[src/sv/dasc_pkg.sv]
`timescale 1ns / 1ps

package dasc_pkg;

   localparam int DIGITS = 16;
   localparam int NIBBLE_BITS = 4;
   localparam int DIGIT_BITS = DIGITS * NIBBLE_BITS;
   localparam int WORD_BITS = 64;
   localparam int PREFIX_LEVELS = $clog2(DIGITS);

   localparam logic [NIBBLE_BITS:0] DECIMAL_MAX = 5'd9;
   localparam logic [NIBBLE_BITS:0] DECIMAL_BASE = 5'd10;

   typedef enum logic [1:0] {
      KIND_ADD = 2'd0,
      KIND_SUB = 2'd1,
      KIND_CMP = 2'd2
   } kind_type;

   typedef struct packed {
      logic                   bad;
      logic                   gt;
      logic                   lt;
      logic                   eq;
      logic                   carry_gen;
      logic                   carry_prop;
      logic [NIBBLE_BITS-1:0] sum0;
      logic [NIBBLE_BITS-1:0] sum1;
      logic [NIBBLE_BITS-1:0] dab0;
      logic [NIBBLE_BITS-1:0] dab1;
      logic [NIBBLE_BITS-1:0] dba0;
      logic [NIBBLE_BITS-1:0] dba1;
   } lane_type;

   typedef struct packed {
      logic [WORD_BITS-1:0] digits;
      logic                 negative;
      logic                 carry_out;
      logic                 less_than;
      logic                 equal;
      logic                 bad_digit;
   } result_type;

   // Parallel prefix over generate and propagate: bit i of the result is the
   // carry (or borrow) leaving digit i when nothing enters digit 0.
   function automatic logic [DIGITS-1:0] group_generate(
      input logic [DIGITS-1:0] gen,
      input logic [DIGITS-1:0] prop
   );
      logic [DIGITS-1:0] g;
      logic [DIGITS-1:0] p;
      logic [DIGITS-1:0] g_next;
      logic [DIGITS-1:0] p_next;
      int                span;
      g = gen;
      p = prop;
      for (int lvl = 0; lvl < PREFIX_LEVELS; lvl++) begin
         span = 1 << lvl;
         g_next = g;
         p_next = p;
         for (int i = 0; i < DIGITS; i++) begin
            if (i >= span) begin
               g_next[i] = g[i] | (p[i] & g[i-span]);
               p_next[i] = p[i] & p[i-span];
            end
         end
         g = g_next;
         p = p_next;
      end
      return g;
   endfunction

endpackage

[src/sv/decimal_add_sub_compare.sv]
// Throughput: one item per cycle while rsp_stall does not hold the output; the
// digit lanes and the prefix carry merge are each a single registered stage, so
// nothing iterates, and an item reaches the rsp_ ports through both registers.
// Reset (synchronous, active high) clears only the stage valid flags; the
// payload registers keep whatever they hold until the next item overwrites them.
`timescale 1ns / 1ps

module decimal_add_sub_compare
   import dasc_pkg::*;
(
   input  logic                 clock,
   input  logic                 reset,
   input  logic                 req_valid,
   output logic                 req_stall,
   input  logic [1:0]           req_kind,
   input  logic [WORD_BITS-1:0] req_a_digits,
   input  logic [WORD_BITS-1:0] req_b_digits,
   output logic                 rsp_valid,
   input  logic                 rsp_stall,
   output logic [WORD_BITS-1:0] rsp_result_digits,
   output logic                 rsp_negative,
   output logic                 rsp_carry_out,
   output logic                 rsp_less_than,
   output logic                 rsp_equal,
   output logic                 rsp_bad_digit
);

   lane_type   lane_w [DIGITS];
   lane_type   lane_ff [DIGITS];
   logic [1:0] kind_ff;
   logic       s1_valid_ff;
   logic       s1_valid_in;
   result_type merge_w;
   result_type rsp_ff;
   logic       rsp_valid_ff;
   logic       rsp_valid_in;
   logic       out_advance;
   logic       s1_load;
   logic       req_accept;

   for (genvar i = 0; i < DIGITS; i++) begin : g_lane
      dasc_lane u_lane (
         .a_digit (req_a_digits[i*NIBBLE_BITS +: NIBBLE_BITS]),
         .b_digit (req_b_digits[i*NIBBLE_BITS +: NIBBLE_BITS]),
         .lane    (lane_w[i])
      );
   end

   dasc_merge u_merge (
      .kind   (kind_ff),
      .lanes  (lane_ff),
      .result (merge_w)
   );

   assign out_advance = !rsp_valid_ff || !rsp_stall;
   assign s1_load = !s1_valid_ff || out_advance;
   assign req_stall = !s1_load;
   assign req_accept = req_valid && s1_load;

   always_comb begin
      s1_valid_in = s1_valid_ff;
      rsp_valid_in = rsp_valid_ff;
      if (out_advance) begin
         rsp_valid_in = s1_valid_ff;
      end
      if (s1_load) begin
         s1_valid_in = req_valid;
      end
   end

   always_ff @(posedge clock) begin
      if (reset) begin
         s1_valid_ff <= 1'b0;
         rsp_valid_ff <= 1'b0;
      end else begin
         s1_valid_ff <= s1_valid_in;
         rsp_valid_ff <= rsp_valid_in;
      end
   end

   always_ff @(posedge clock) begin
      if (req_accept) begin
         lane_ff <= lane_w;
         kind_ff <= req_kind;
      end
      if (out_advance && s1_valid_ff) begin
         rsp_ff <= merge_w;
      end
   end

   assign rsp_valid = rsp_valid_ff;
   assign rsp_result_digits = rsp_ff.digits;
   assign rsp_negative = rsp_ff.negative;
   assign rsp_carry_out = rsp_ff.carry_out;
   assign rsp_less_than = rsp_ff.less_than;
   assign rsp_equal = rsp_ff.equal;
   assign rsp_bad_digit = rsp_ff.bad_digit;

`ifndef SYNTHESIS
   a_bad_clears_result: assert property (@(posedge clock) disable iff (reset)
      (rsp_valid && rsp_bad_digit) |-> (rsp_result_digits == '0 && !rsp_negative
         && !rsp_carry_out && !rsp_less_than && !rsp_equal))
      else $error("bad digit item carries a non-zero result");

   a_flags_exclusive: assert property (@(posedge clock) disable iff (reset)
      rsp_valid |-> $onehot0({rsp_negative, rsp_carry_out, rsp_less_than, rsp_equal}))
      else $error("more than one result flag set");

   a_stall_only_when_full: assert property (@(posedge clock) disable iff (reset)
      req_stall |-> (rsp_valid && rsp_stall && s1_valid_ff))
      else $error("input stalled while the pipeline has room");

   a_stalled_result_kept: assert property (@(posedge clock) disable iff (reset)
      (rsp_valid && rsp_stall) |=> (rsp_valid && $stable(rsp_ff)))
      else $error("stalled result lost or changed");
`endif

endmodule

[src/sv/dasc_lane.sv]
`timescale 1ns / 1ps

module dasc_lane
   import dasc_pkg::*;
(
   input  logic [NIBBLE_BITS-1:0] a_digit,
   input  logic [NIBBLE_BITS-1:0] b_digit,
   output lane_type               lane
);

   logic [NIBBLE_BITS:0] a_ext;
   logic [NIBBLE_BITS:0] b_ext;
   logic [NIBBLE_BITS:0] sum;
   logic [NIBBLE_BITS:0] sum_inc;
   logic [NIBBLE_BITS:0] dab0_w;
   logic [NIBBLE_BITS:0] dab1_w;
   logic [NIBBLE_BITS:0] dba0_w;
   logic [NIBBLE_BITS:0] dba1_w;

   assign a_ext = {1'b0, a_digit};
   assign b_ext = {1'b0, b_digit};
   assign sum = a_ext + b_ext;
   assign sum_inc = sum + 5'd1;

   always_comb begin
      dab0_w = (a_ext < b_ext) ? a_ext + DECIMAL_BASE - b_ext : a_ext - b_ext;
      dab1_w = (a_ext <= b_ext) ? a_ext + DECIMAL_MAX - b_ext : a_ext - b_ext - 5'd1;
      dba0_w = (b_ext < a_ext) ? b_ext + DECIMAL_BASE - a_ext : b_ext - a_ext;
      dba1_w = (b_ext <= a_ext) ? b_ext + DECIMAL_MAX - a_ext : b_ext - a_ext - 5'd1;

      lane.bad = (a_ext > DECIMAL_MAX) || (b_ext > DECIMAL_MAX);
      lane.gt = a_ext > b_ext;
      lane.lt = a_ext < b_ext;
      lane.eq = a_ext == b_ext;
      lane.carry_gen = sum > DECIMAL_MAX;
      lane.carry_prop = sum == DECIMAL_MAX;
      lane.sum0 = (sum > DECIMAL_MAX) ? 4'(sum - DECIMAL_BASE) : sum[NIBBLE_BITS-1:0];
      lane.sum1 = (sum_inc > DECIMAL_MAX) ? 4'(sum_inc - DECIMAL_BASE)
                                          : sum_inc[NIBBLE_BITS-1:0];
      lane.dab0 = dab0_w[NIBBLE_BITS-1:0];
      lane.dab1 = dab1_w[NIBBLE_BITS-1:0];
      lane.dba0 = dba0_w[NIBBLE_BITS-1:0];
      lane.dba1 = dba1_w[NIBBLE_BITS-1:0];
   end

endmodule

[src/sv/dasc_merge.sv]
`timescale 1ns / 1ps

module dasc_merge
   import dasc_pkg::*;
(
   input  logic [1:0] kind,
   input  lane_type   lanes [DIGITS],
   output result_type result
);

   logic [DIGITS-1:0]     carry_gen;
   logic [DIGITS-1:0]     carry_prop;
   logic [DIGITS-1:0]     lt_vec;
   logic [DIGITS-1:0]     gt_vec;
   logic [DIGITS-1:0]     eq_vec;
   logic [DIGITS-1:0]     bad_vec;
   logic [DIGITS-1:0]     carry_out_vec;
   logic [DIGITS-1:0]     borrow_ab_vec;
   logic [DIGITS-1:0]     borrow_ba_vec;
   logic [DIGITS-1:0]     carry_in;
   logic [DIGITS-1:0]     borrow_ab_in;
   logic [DIGITS-1:0]     borrow_ba_in;
   logic [DIGIT_BITS-1:0] sum_word;
   logic [DIGIT_BITS-1:0] diff_word;
   logic                  a_less;
   logic                  a_equal;
   logic                  any_bad;

   always_comb begin
      for (int i = 0; i < DIGITS; i++) begin
         carry_gen[i] = lanes[i].carry_gen;
         carry_prop[i] = lanes[i].carry_prop;
         lt_vec[i] = lanes[i].lt;
         gt_vec[i] = lanes[i].gt;
         eq_vec[i] = lanes[i].eq;
         bad_vec[i] = lanes[i].bad;
      end
   end

   assign carry_out_vec = group_generate(carry_gen, carry_prop);
   assign borrow_ab_vec = group_generate(lt_vec, eq_vec);
   assign borrow_ba_vec = group_generate(gt_vec, eq_vec);

   assign carry_in = {carry_out_vec[DIGITS-2:0], 1'b0};
   assign borrow_ab_in = {borrow_ab_vec[DIGITS-2:0], 1'b0};
   assign borrow_ba_in = {borrow_ba_vec[DIGITS-2:0], 1'b0};

   // A borrow out of the top digit of a - b means a is the smaller magnitude.
   assign a_less = borrow_ab_vec[DIGITS-1];
   assign a_equal = &eq_vec;
   assign any_bad = |bad_vec;

   always_comb begin
      for (int i = 0; i < DIGITS; i++) begin
         sum_word[i*NIBBLE_BITS +: NIBBLE_BITS] = carry_in[i] ? lanes[i].sum1
                                                              : lanes[i].sum0;
         if (a_less) begin
            diff_word[i*NIBBLE_BITS +: NIBBLE_BITS] = borrow_ba_in[i] ? lanes[i].dba1
                                                                      : lanes[i].dba0;
         end else begin
            diff_word[i*NIBBLE_BITS +: NIBBLE_BITS] = borrow_ab_in[i] ? lanes[i].dab1
                                                                      : lanes[i].dab0;
         end
      end
   end

   always_comb begin
      result = '0;
      if (any_bad) begin
         result.bad_digit = (kind == KIND_ADD) || (kind == KIND_SUB) || (kind == KIND_CMP);
      end else begin
         case (kind)
            KIND_ADD: begin
               result.digits = WORD_BITS'(sum_word);
               result.carry_out = carry_out_vec[DIGITS-1];
            end
            KIND_SUB: begin
               result.digits = WORD_BITS'(diff_word);
               result.negative = a_less;
            end
            KIND_CMP: begin
               result.less_than = a_less;
               result.equal = a_equal;
            end
            default: begin
               result = '0;
            end
         endcase
      end
   end

endmodule
[config.mk]
export PLATFORM = sky130hd
export DESIGN_NAME = decimal_add_sub_compare
export DESIGN_NICKNAME = d
export VERILOG_FILES = /design/src/sv/dasc_pkg.sv /design/src/sv/decimal_add_sub_compare.sv /design/src/sv/dasc_lane.sv /design/src/sv/dasc_merge.sv
export SDC_FILE = /design/constraint.sdc
export NUM_CORES = 1
export LEC_CHECK = 0
export ABC_AREA = 1
export BUFFER_PORTS_ARGS = -buffer_cell sky130_fd_sc_hd__buf_2
export CORE_ASPECT_RATIO = 0.7
export CORE_MARGIN = 5
export CORE_UTILIZATION = 55
export DETAILED_ROUTE_END_ITERATION = 8
export GPL_TIMING_DRIVEN = 0
export HOLD_SLACK_MARGIN = 0.05
export PLACE_DENSITY_LB_ADDON = 0.2
export SYNTH_ARGS = -nofsm -noshare
export SYNTH_HDL_FRONTEND = slang
export SYNTH_SLANG_ARGS = --single-unit
export TNS_END_PERCENT = 5
[constraint.sdc]
create_clock -name clock -period 12.99 [get_ports clock]
set_input_delay 0 -clock clock [delete_from_list [all_inputs] [get_ports clock]]
set_output_delay 0 -clock clock [all_outputs]
set_load 0.02 [all_outputs]
==> results.yml <==
power:
  p_per_area_nw_per_um2: 123
  power_frac_comb: 0.316
  p_int_uw: 3520
  p_clk_frac: 0.286
  vdd_drop_max_uv: 118
  p_sw_uw: 1790
  cellLeakagePower_uw: 0.0207
  power.share.switching: 0.337
  p_seq_frac: 0.397
sta:
  period_share: 0.274
  slew_viol_final: 0
  worst_slew_pin_slew_ps: 1290
  final.setup.tns_ps: 0
  relSlewSlack: 0.137
  rsz0062_at_grt: "false"
  fmax_mhz: 281
  setup_viol: 0
  hold_violations: 0
  fin_skew_ps: 28.8
  min_period_ps: 3560
die:
  die_area_um2: 74200
  die-width_um: 323
  die_h_um: 229
  design.core.area_um2: 68200
  num_rows: 80
  initial_utilization: 0.555
  io_pins: 205
routing:
  drc_errors: 0
  detail-route-antenna-nets: 0
  via_per_inst: 5.29
  first_pass_iters: 6
  first_iter_violations: 2973
  wl_um: 100000
  vias: 29288
  wire_per_inst_um: 18.1
setup_path:
  cp.buffers_inverters: 1
  rr_startpoint: "lane_ff[299]"
  criticalPathCategory: "reg -> reg"
  cp.arrival_ps: 3940
  crit_fanout: 10
  required_ps: 13370
  rr_worst_depth: 8
  cp_cell_sequence: "nor2_1 > nand2_1 > nor3_1 > nand2_1 > nor3_4 > buf_2 > o21ai_0 > o21ai_0"
  reg2reg_setup_slack_ps: 9430
  endpoint_kind: "register"
  rr_endpoint: "rsp_result_digits[13]"
  crit_path_start_kind: "register"
  cpPeakStageDelay_ps: 710
  cp_slowest_cell: "nor3_4"
  cp_top_family: "simple AND/OR/NAND/NOR gates"
clock_tree:
  cts_tree: "built"
  h-tree-depth: 2
  path_clk_slew_ps: 60
  cts_buffers: 52
  ctsResizeCount: 0
  cts_buffer_depth: 3
  root_buffer: "clkbuf_16"
  clock_sinks: 479
  clock_latency_ps: 620
placed_design:
  portBuffers: 204
  gp_congestion: 0.953
  dp_hpwl_um: 77500
  dp.cells: 5319
finish:
  syn_to_final_growth_pct: 13.7
  final_common_cell: "nand2_1"
  final.fill_count: 5703
  drive_gt1_frac: 0.0821
  final_cell_mix: "nand2_1 (889), inv_1 (722), edfxtp_1 (477), ha_1 (421), o21ai_0 (272)"
  fin_cells: 5533
  layout.nets: 5282
synthesis:
  yosysWarnings: 0
  syn_inst: 4207
  synth_cell_type_count: 44
  syn_nets: 4904
  netlist_area_um2: 37800
  ys_seq_elements: 479
  synth-seq-area-share: 0.380
  syn_avg_cell_area_um2: 8.99
global_routing:
  overflow: 0
  grt_start_max_net_pins: 132
  antenna_found_initial: 4
  gr-usage-all-layers: 0.268
  grt_pass1_wl_um: 156000
  grt_pass1_vias: 27829
status:
  status: "complete, no violations"
min_path:
  min_from: "req_b_digits[23]"
  hold_end: "lane_ff[306]"
  hp-class: "in -> reg"
  holdPathStages: 4
job:
  drv_cap: 0
[sequential cells by signal (all words and copies together), names as in the netlist]
register / cells
rsp_result_digits: 64
rsp_less_than: 1
s1_valid_ff: 1
lane_ff: 406
rsp_valid: 1
rsp_carry_out: 1
kind_ff: 2
rsp_negative: 1
rsp_bad_digit: 1
rsp_equal: 1
[worst register-to-register path, cell delays in order (launching register included)]
cell,delay [ps]
edfxtp_1,390
nor2_1,250
nand2_1,230
nor3_1,270
nand2_1,430
nor3_4,710
buf_2,530
o21ai_0,170
o21ai_0,360
[stage by stage]
stage / hold slack, ps / area (um2) / util / power (uW) / worst slack (ps)
2_1_floorplan: 69.1 / 37800 / - / 3320 / 3650
3_3_place_gp: 180 / 40000 / 0.586 / 3750 / 357
3_5_place_dp: 184 / 40100 / 0.589 / 3760 / 9490
4_1_cts: 50.1 / 43000 / 0.631 / 5310 / 9470
5_1_grt: 81.6 / 43000 / 0.631 / 5650 / 9410
6_report: 77.6 / 43000 / 0.631 / 5310 / 9430
[cell usage after synthesis (all sizes together)]
library cell | n | area share
nand2 | 902 | 0.091
inv | 723 | 0.072
edfxtp | 477 | 0.38
ha | 421 | 0.14
o21ai | 281 | 0.037
nand3 | 254 | 0.034
nor2 | 247 | 0.025
xor2 | 244 | 0.057
a21oi | 166 | 0.022
fa | 142 | 0.075
xnor2 | 84 | 0.021
nor3 | 48 | 0.0068
clkbuf | 38 | 0.0041
buf | 30 | 0.0057
o211ai | 26 | 0.0052
nand3b | 24 | 0.0048
nand4 | 17 | 0.0028
mux2i | 16 | 0.0042
or2 | 16 | 0.0026
o31ai | 12 | 0.0024
o21bai | 11 | 0.0022
o21a | 7 | 0.0014
mux2 | 6 | 0.0018
a21o | 5 | 0.00099
and2 | 2 | 0.00033
dfxtp | 2 | 0.0011
nor3b | 2 | 0.00040
a211oi | 1 | 0.00020
a21boi | 1 | 0.00020
and3 | 1 | 0.00017
nor4 | 1 | 0.00017
[how the worst max path moves through the flow]
stage            startpoint                    end  slack (ps)  depth (start not counted)
6_report       lane_ff[299]  rsp_result_digits[13]        9430                          8
5_1_grt        lane_ff[299]  rsp_result_digits[13]        9410                          8
4_1_cts        lane_ff[299]  rsp_result_digits[13]        9470                          8
3_5_place_dp   lane_ff[299]  rsp_result_digits[13]        9490                          8
3_3_place_gp      rsp_valid           lane_ff[422]         360                          5
2_1_floorplan     rsp_valid             kind_ff[0]        3650                          5
[routing by layer]
metal,share of wire,GRT usage
met1,0.46,0.413
met2,0.42,0.393
met3,0.10,0.0517
met4,0.023,0.0609
met5,0.00027,0
[logic make-up (layout without fill, tap and decap cells)]
logic type | after synthesis | count (layout) | share of synthesized area
xor+xnor | 328 | 328 | 0.0780
flops | 479 | 479 | 0.380
other cells | 0 | 3 | 0
simple gates | 1514 | 1514 | 0.168
mux | 22 | 22 | 0.00602
buf+inv | 791 | 1212 | 0.0816
fa+ha+maj | 563 | 563 | 0.215
compound gates | 510 | 510 | 0.0723
[area by class of cell]
class | count | area [um2] | share of cell area
timing repair buffer | 324 | 2300 | 0.0536
clock buffer | 72 | 1450 | 0.0337
tap | 902 | 1130 | 0.0263
buffer | 68 | 370 | 0.00862
sequential | 479 | 14400 | 0.334
antenna | 3 | 7.51 | 0.000175
clock inverter | 25 | 274 | 0.00637
multi-input combinational | 2937 | 20400 | 0.474
inverter | 723 | 2720 | 0.0633
[what timing repair did]
| action | 4_1_cts | 5_1_grt |
|---|---|---|
| endpoints found under the hold margin | 153 | 0 |
| buffers inserted | 0 | 0 |
| hold buffers | 114 | 0 |
[power groups by stage]
stage / registers [uW] / logic [uW] / clock network [uW]
floorplan: 2130 / 1180 / 0
global placement: 2170 / 1570 / 0
detailed placement: 2140 / 1620 / 0
CTS: 2110 / 1660 / 1540
global route: 2130 / 1910 / 1610
finish: 2110 / 1680 / 1520
Power figures use the tool's default switching activity.
